`src/rtl/srtn_pkg.sv`:
```
package srtn_pkg;

   localparam int DEFAULT_QUEUE_DEPTH = 64;

   // input function codes
   localparam logic [1:0] FUNC_ARRIVE = 2'd0;
   localparam logic [1:0] FUNC_FINISH = 2'd1;
   localparam logic [1:0] FUNC_SRC_DONE = 2'd2;

   // result kinds
   localparam logic [2:0] KIND_DISPATCH = 3'd0;
   localparam logic [2:0] KIND_PREEMPT = 3'd1;
   localparam logic [2:0] KIND_IDLE = 3'd2;
   localparam logic [2:0] KIND_ALL_DONE = 3'd3;
   localparam logic [2:0] KIND_DROPPED = 3'd4;

   typedef struct packed {
      logic [1:0] func;
      logic [31:0] now;
      logic [15:0] job_id;
      logic [15:0] job_time;
   } req_type;

   typedef struct packed {
      logic [2:0] kind;
      logic [15:0] out_job_id;
      logic [15:0] out_job_time;
      logic last;
   } rsp_type;

   typedef enum logic [2:0] {
      S_IDLE,
      S_INSERT,
      S_CHECK,
      S_PREEMPT,
      S_DISPATCH,
      S_REQUEUE,
      S_FINISH,
      S_DROP
   } state_type;

   typedef enum logic [1:0] {
      SRC_HEAD,
      SRC_RUN,
      SRC_REQ,
      SRC_ZERO
   } emit_src_type;

   typedef struct packed {
      logic load_req;
      logic insert;
      logic ins_hold;
      logic pop;
      logic charge;
      logic save_hold;
      logic stop_running;
      logic set_done;
      logic emit;
      logic [2:0] emit_kind;
      emit_src_type emit_src;
      logic emit_last;
   } cmd_type;

   typedef struct packed {
      logic full;
      logic empty;
      logic running_valid;
      logic head_lt_run;
      logic source_done;
   } status_type;

endpackage

```
`src/rtl/srtn_ctrl.sv`:
```
module srtn_ctrl
   import srtn_pkg::*;
(
   input  logic clock,
   input  logic reset,
   input  logic start,
   input  logic [1:0] func,
   input  status_type status,
   output cmd_type cmd,
   output logic busy
);

   state_type state_ff, state_in;
   logic requeue_ff, requeue_in;

   // state register
   always_ff @(posedge clock) begin
      if (reset) begin
         state_ff <= S_IDLE;
         requeue_ff <= 1'b0;
      end else begin
         state_ff <= state_in;
         requeue_ff <= requeue_in;
      end
   end

   assign busy = (state_ff != S_IDLE);

   // next state and commands
   always_comb begin
      state_in = state_ff;
      requeue_in = requeue_ff;
      cmd = '0;
      cmd.emit_src = SRC_ZERO;
      unique case (state_ff)
         S_IDLE: begin
            requeue_in = 1'b0;
            if (start) begin
               cmd.load_req = 1'b1;
               unique case (func)
                  FUNC_ARRIVE: state_in = status.full ? S_DROP : S_INSERT;
                  FUNC_FINISH: state_in = S_FINISH;
                  FUNC_SRC_DONE: cmd.set_done = 1'b1;
                  default: ;
               endcase
            end
         end
         S_INSERT: begin
            cmd.insert = 1'b1;
            cmd.charge = status.running_valid;
            state_in = status.running_valid ? S_CHECK : S_DISPATCH;
         end
         S_CHECK: begin
            state_in = status.head_lt_run ? S_PREEMPT : S_IDLE;
         end
         S_PREEMPT: begin
            cmd.emit = 1'b1;
            cmd.emit_kind = KIND_PREEMPT;
            cmd.emit_src = SRC_RUN;
            cmd.save_hold = 1'b1;
            requeue_in = 1'b1;
            state_in = S_DISPATCH;
         end
         S_DISPATCH: begin
            cmd.emit = 1'b1;
            cmd.emit_kind = KIND_DISPATCH;
            cmd.emit_src = SRC_HEAD;
            cmd.emit_last = 1'b1;
            cmd.pop = 1'b1;
            state_in = requeue_ff ? S_REQUEUE : S_IDLE;
         end
         S_REQUEUE: begin
            cmd.insert = 1'b1;
            cmd.ins_hold = 1'b1;
            state_in = S_IDLE;
         end
         S_FINISH: begin
            cmd.stop_running = 1'b1;
            if (status.empty) begin
               cmd.emit = 1'b1;
               cmd.emit_kind = status.source_done ? KIND_ALL_DONE : KIND_IDLE;
               cmd.emit_last = 1'b1;
               state_in = S_IDLE;
            end else begin
               state_in = S_DISPATCH;
            end
         end
         S_DROP: begin
            cmd.emit = 1'b1;
            cmd.emit_kind = KIND_DROPPED;
            cmd.emit_src = SRC_REQ;
            cmd.emit_last = 1'b1;
            state_in = S_IDLE;
         end
         default: state_in = S_IDLE;
      endcase
   end

endmodule

```
`config.mk`:
```
export PLATFORM = sky130hd
export DESIGN_NAME = srtn_ctrl
export DESIGN_NICKNAME = d
export VERILOG_FILES = /design/src/rtl/srtn_pkg.sv /design/src/rtl/srtn_ctrl.sv
export SDC_FILE = /design/constraint.sdc
export NUM_CORES = 1
export LEC_CHECK = 0
export BUFFER_PORTS_ARGS = -buffer_cell sky130_fd_sc_hd__buf_4
export CAP_MARGIN = 20
export CORE_AREA = 2 2 39 41
export CTS_BUF_LIST = sky130_fd_sc_hd__clkbuf_4
export DETAILED_ROUTE_END_ITERATION = 12
export DIE_AREA = 0 0 41 43
export GPL_TIMING_DRIVEN = 0
export PLACE_DENSITY = 0.63
export SLEW_MARGIN = 10
export SYNTH_ARGS = -nofsm -noshare
export SYNTH_HDL_FRONTEND = slang
export SYNTH_SLANG_ARGS = --single-unit
```
`constraint.sdc`:
```
create_clock -name clock -period 2.15 [get_ports clock]
set_input_delay 0.215 -clock clock [delete_from_list [all_inputs] [get_ports clock]]
set_output_delay 0.215 -clock clock [all_outputs]
set_load 0.03 [all_outputs]
```
======== Yosys cells after proc, flatten, opt, wreduce, memory -nomap -nowiden ========
Index checks and enable logic that the tools add are counted.
Widths: inputs -> output; s select.
operators by class
  eq/ne operators ......................... 11
  mux-type cells .......................... 26
  reduce and logical (&&, ||, !) cells .... 8
operators by type and width
  cell                number
  $pmux 3 s7          1
  $pmux 4 s4          1
  $mux 3              5
  $mux 1              13
  $eq 3x3->1 const B  4
  $eq 3x2->1 const B  2
  $pmux 2 s3          1
  $pmux 3 s2          1
  $reduce_or 2->1     3
  $mux 4              1
  $pmux 1 s2          2
  $eq 3x1->1 const B  1
  $logic_not 3->1     1
  $ne 3x1->1 const B  1
  $reduce_bool 3->1   1
  $eq 2x1->1 const B  1
  $eq 2x2->1 const B  1
  $logic_not 2->1     1
  $mux 2              1
  $ne 2x2->1 const B  1
  $reduce_and 2->1    1
  $reduce_bool 2->1   1
word-level totals
  register bits after elaboration ......... 4
  input bits .............................. 10
  output and inout port bits .............. 16
  word-level logic and storage cells ...... 47

======== Longest topological paths before layout ========
  depth in word-level cells ............... 4
  depth in mapped cells ................... 4
  mapped depth without buffers ............ 3

======== Worst setup path after synthesis ========
Ideal clock, no wire load.
  kind .................................... register to output
  start point ............................. register state_ff[0]
  end point ............................... output port cmd[0] in the netlist's numbering
  arrival time ............................ 1451 ps
  data required time ...................... 1935 ps
  slack ................................... 484 ps
  stages on the path, launching flop included .. 4
  buffers on the path ..................... 1
  cell sequence ........................... dfxtp_1 > buf_12 > and2b_4 > nor3b_1
RTL lines
  what                    RTL line         RTL
  from (decl)             srtn_ctrl.sv:13  state_type state_ff, state_in;
  from (signal assigned)  srtn_ctrl.sv:22  state_ff <= state_in;
  to (decl)               srtn_ctrl.sv:9   output cmd_type cmd,

==> metrics.md <==
| Metric | Value |
|---|---|
| Status | complete, no violations |
| CTS tree | done |
| Min-Delay Path Class | input pin to register |
| R2r setup slk | 1.02 ns |
| Prevailing post-synth register cell | dfxtp_1 |
| Post-synthesis async set-or-reset flop share | 0% |
| CP peak stage delay | 0.40 ns |
| Overflow after GRT | 0 |
| First-pass GRT wire length | 1.68 mm |
| Worst R2R End | state_ff[0] |
| Initial antenna violation count | 0 |
| Die area | 0.00176 mm^2 |
| Port Buffers | 25 |
| CP arrival | 1.40 ns |
| CP Capture Type | output port |
| Worst Slack Setup Final | 0.532 ns |
| Hold Crit Start | reset |
| Cts bufs inserted | 3 |
| Clock skew | 0.00210 ns |
| Period Utilization, post-route | 75.3% |
| Final TNS setup | 0 ns |
| Die Span Y | 43 um |
| Worst-path fanout max | 10 |
| Worst path top cell family by delay | buffers and inverters |
| Largest net degree at the start of global routing | 11 |
| Post-Syn Area | 424 um^2 |
| Fillers | 157 |
| P_leak | 0.317 nW |
| CP Data Required Time | 1.93 ns |
| Final setup violation count | 0 |
| CTS Buffer Depth | 2 |
| Share of layout cells above drive strength 1 | 46.3% |
| Post-synth EDFFs | 0 |
| Synth area leaders | dfxtp_1 (19%), buf_12 (4.7%), and2_1 (4.4%), nand2b_1 (4.4%), a21oi_2 (4.1%) |
| Post-CTS Setup Bufs | 0 |
| Cells after Synth | 54 |
| Vias | 444 |
| Design Power | 639 uW |
| Ys Warns | 0 |
| Share of the synthesized area in the top cell type | 18.9% |
| Fin. max-slew vios | 0 |
| Critical Path Slowest Stage Cell | dfxtp_1 |
| Fin. Hold Viols | 0 |
| Clk pin slew, worst setup/hold paths | 0.03 ns |
| Kind of critical path | register to output port |
| Clk Latency, worst-skew pair | 0.23 ns |
| Final #Nets | 94 |
| GRT Util Overall | 13.5% |
| Max_cap viols | 0 |
| Placement Rows | 14 |
| Cell Count, Final, Fillers Out | 98 |
| Buffers and inverters on the worst path | 2 |
| Fmax | 618 MHz |
| Syn nets | 64 |
| CP Cell Sequence | clkbuf_1 > nor3b_1 > buf_4 |
| Root buf cell | clkbuf_4 |
| H-tree depth | 1 |
| Wire length per cell | 10.3 um |
| Cells after DPL | 95 |
| Post-synthesis register bit count | 4 |
| RSZ-0062 raised after global routing | false |
| Starting Density | 30.7% |
| Detailed Route Iter0 Violations | 4 |
| Routability Congestion | 0.720 |
| HPWL after DPL | 818 um |
| Startpoint types | register |
| Pwr Density | 977 mW/mm^2 |
| WP depth | 3 |
| DRC Markers | 0 |
| Die width | 41 um |
| N_diodes | 0 |
| Core box area | 0.00138 mm^2 |
| Syn-to-layout area delta | 54.3% |
| Peak supply drop | 0.000350 V |
| Synth cell types | 29 |
| # IOs | 26 |
| Syn Area/Cell | 7.85 um^2 |
| Seq/Total Area, Yosys | 18.9% |
| CTS Sinks | 4 |
| Cell taking the most area after synthesis | dfxtp_1 |
| Worst Max-Slew Pin Slew | 0.333 ns |
| Pre-CTS setup slack | 0.768 ns |
| Slew margin rel. | 77.8% |
| Vias in the first global route | 425 |
| R2r startpoint | state_ff[2] |
| Worst R2R Path Depth | 3 |
| Via-to-Cell Ratio | 4.53 |
| Post-cts sizing count | 0 |
| Worst setup path start | state_ff[2] |
| Detailed Route WL | 1.01 mm |
| Number of routed nets with antenna violations | 0 |
| CTS Hold Bufs | 0 |
| Drt pass-1 iters | 2 |
| Critical Path Sink | cmd[0] |
| Period minus WS final | 1.62 ns |
-- worst min-delay path by stage --
stage / cells after the start / slack (ns) / endpoint
after floorplan: 1 / 0.28 / requeue_ff
after global placement: 2 / 0.39 / requeue_ff
after detailed placement: 2 / 0.39 / requeue_ff
after CTS: 2 / 0.15 / requeue_ff
after global routing: 2 / 0.17 / requeue_ff
final: 2 / 0.15 / requeue_ff
-- routing by layer --
layer / track usage [%] / share of wire, % / vias to the layer above
met4: 8.00 / 0 / 0
met3: 0 / 7.8 / 0
met2: 22.2 / 50 / 16
met5: 0 / 0 / -
met1: 16.4 / 43 / 188
li1: - / - / 240
-- placed cells by master (no fill, tap or decap), drive strengths merged --
master and n:
a2111o 1, nor3 1, nor2b 2, a21bo 1
o21ai 3, nand3b 2, and3b 2, dfxtp 4
clkbuf 4, nand3 1, inv 2, a21oi 5
and3 2, and2b 3, xnor2 1, a31oi 1
nand2b 4, and2 3, nor2 4, nand2 3
nor3b 2, buf 28, a21o 3
-- sequential cells by signal, indices dropped and copies added, names as in the netlist --
signal / cells
state_ff: 3
requeue_ff: 1
-- final cells by class --
class | count | area (um^2) | area share [%]
multi-input combinational | 44 | 298 | 45.5
timing repair buffer | 25 | 188 | 28.7
sequential | 4 | 80.1 | 12.2
buffer | 4 | 38.8 | 5.93
clock buffer | 3 | 22.5 | 3.44
tap | 16 | 20.0 | 3.06
inverter | 2 | 7.51 | 1.15
-- per-stage QoR --
step                      hold slack, ns  area, um^2  utilization (%)
after floorplan                    0.284         424                -
after global placement             0.393         632             45.7
after detailed placement           0.394         632             45.7
after CTS                          0.149         654             47.3
after global routing               0.166         654             47.3
final                              0.154         654             47.3
-- cells by family (layout without fill, tap and decap cells) --
group,count (synthesis),after routing,share of synthesized area [%]
flops,4,4,18.9
simple gates,29,29,44.8
xor+xnor,1,1,2.07
buf+inv,6,34,10.9
compound gates,14,14,23.3
-- synth_stat cells, drive strengths merged (2+ instances only) --
library cell / count
a21oi: 5
dfxtp: 4
nand2b: 4
nor2: 4
a21o: 3
and2: 3
and2b: 3
buf: 3
nand2: 3
o21ai: 3
and3: 2
and3b: 2
inv: 2
nand3b: 2
nor2b: 2
nor3b: 2
-- where the power goes --
group          total [mW]  switching (mW)  leakage (nW)  internal, mW
combinational       0.435           0.246         0.270         0.189
clock              0.0897          0.0275        0.0138        0.0622
sequential          0.114          0.0243        0.0327        0.0898
Note: power is estimated with default switching activity, not from simulation.
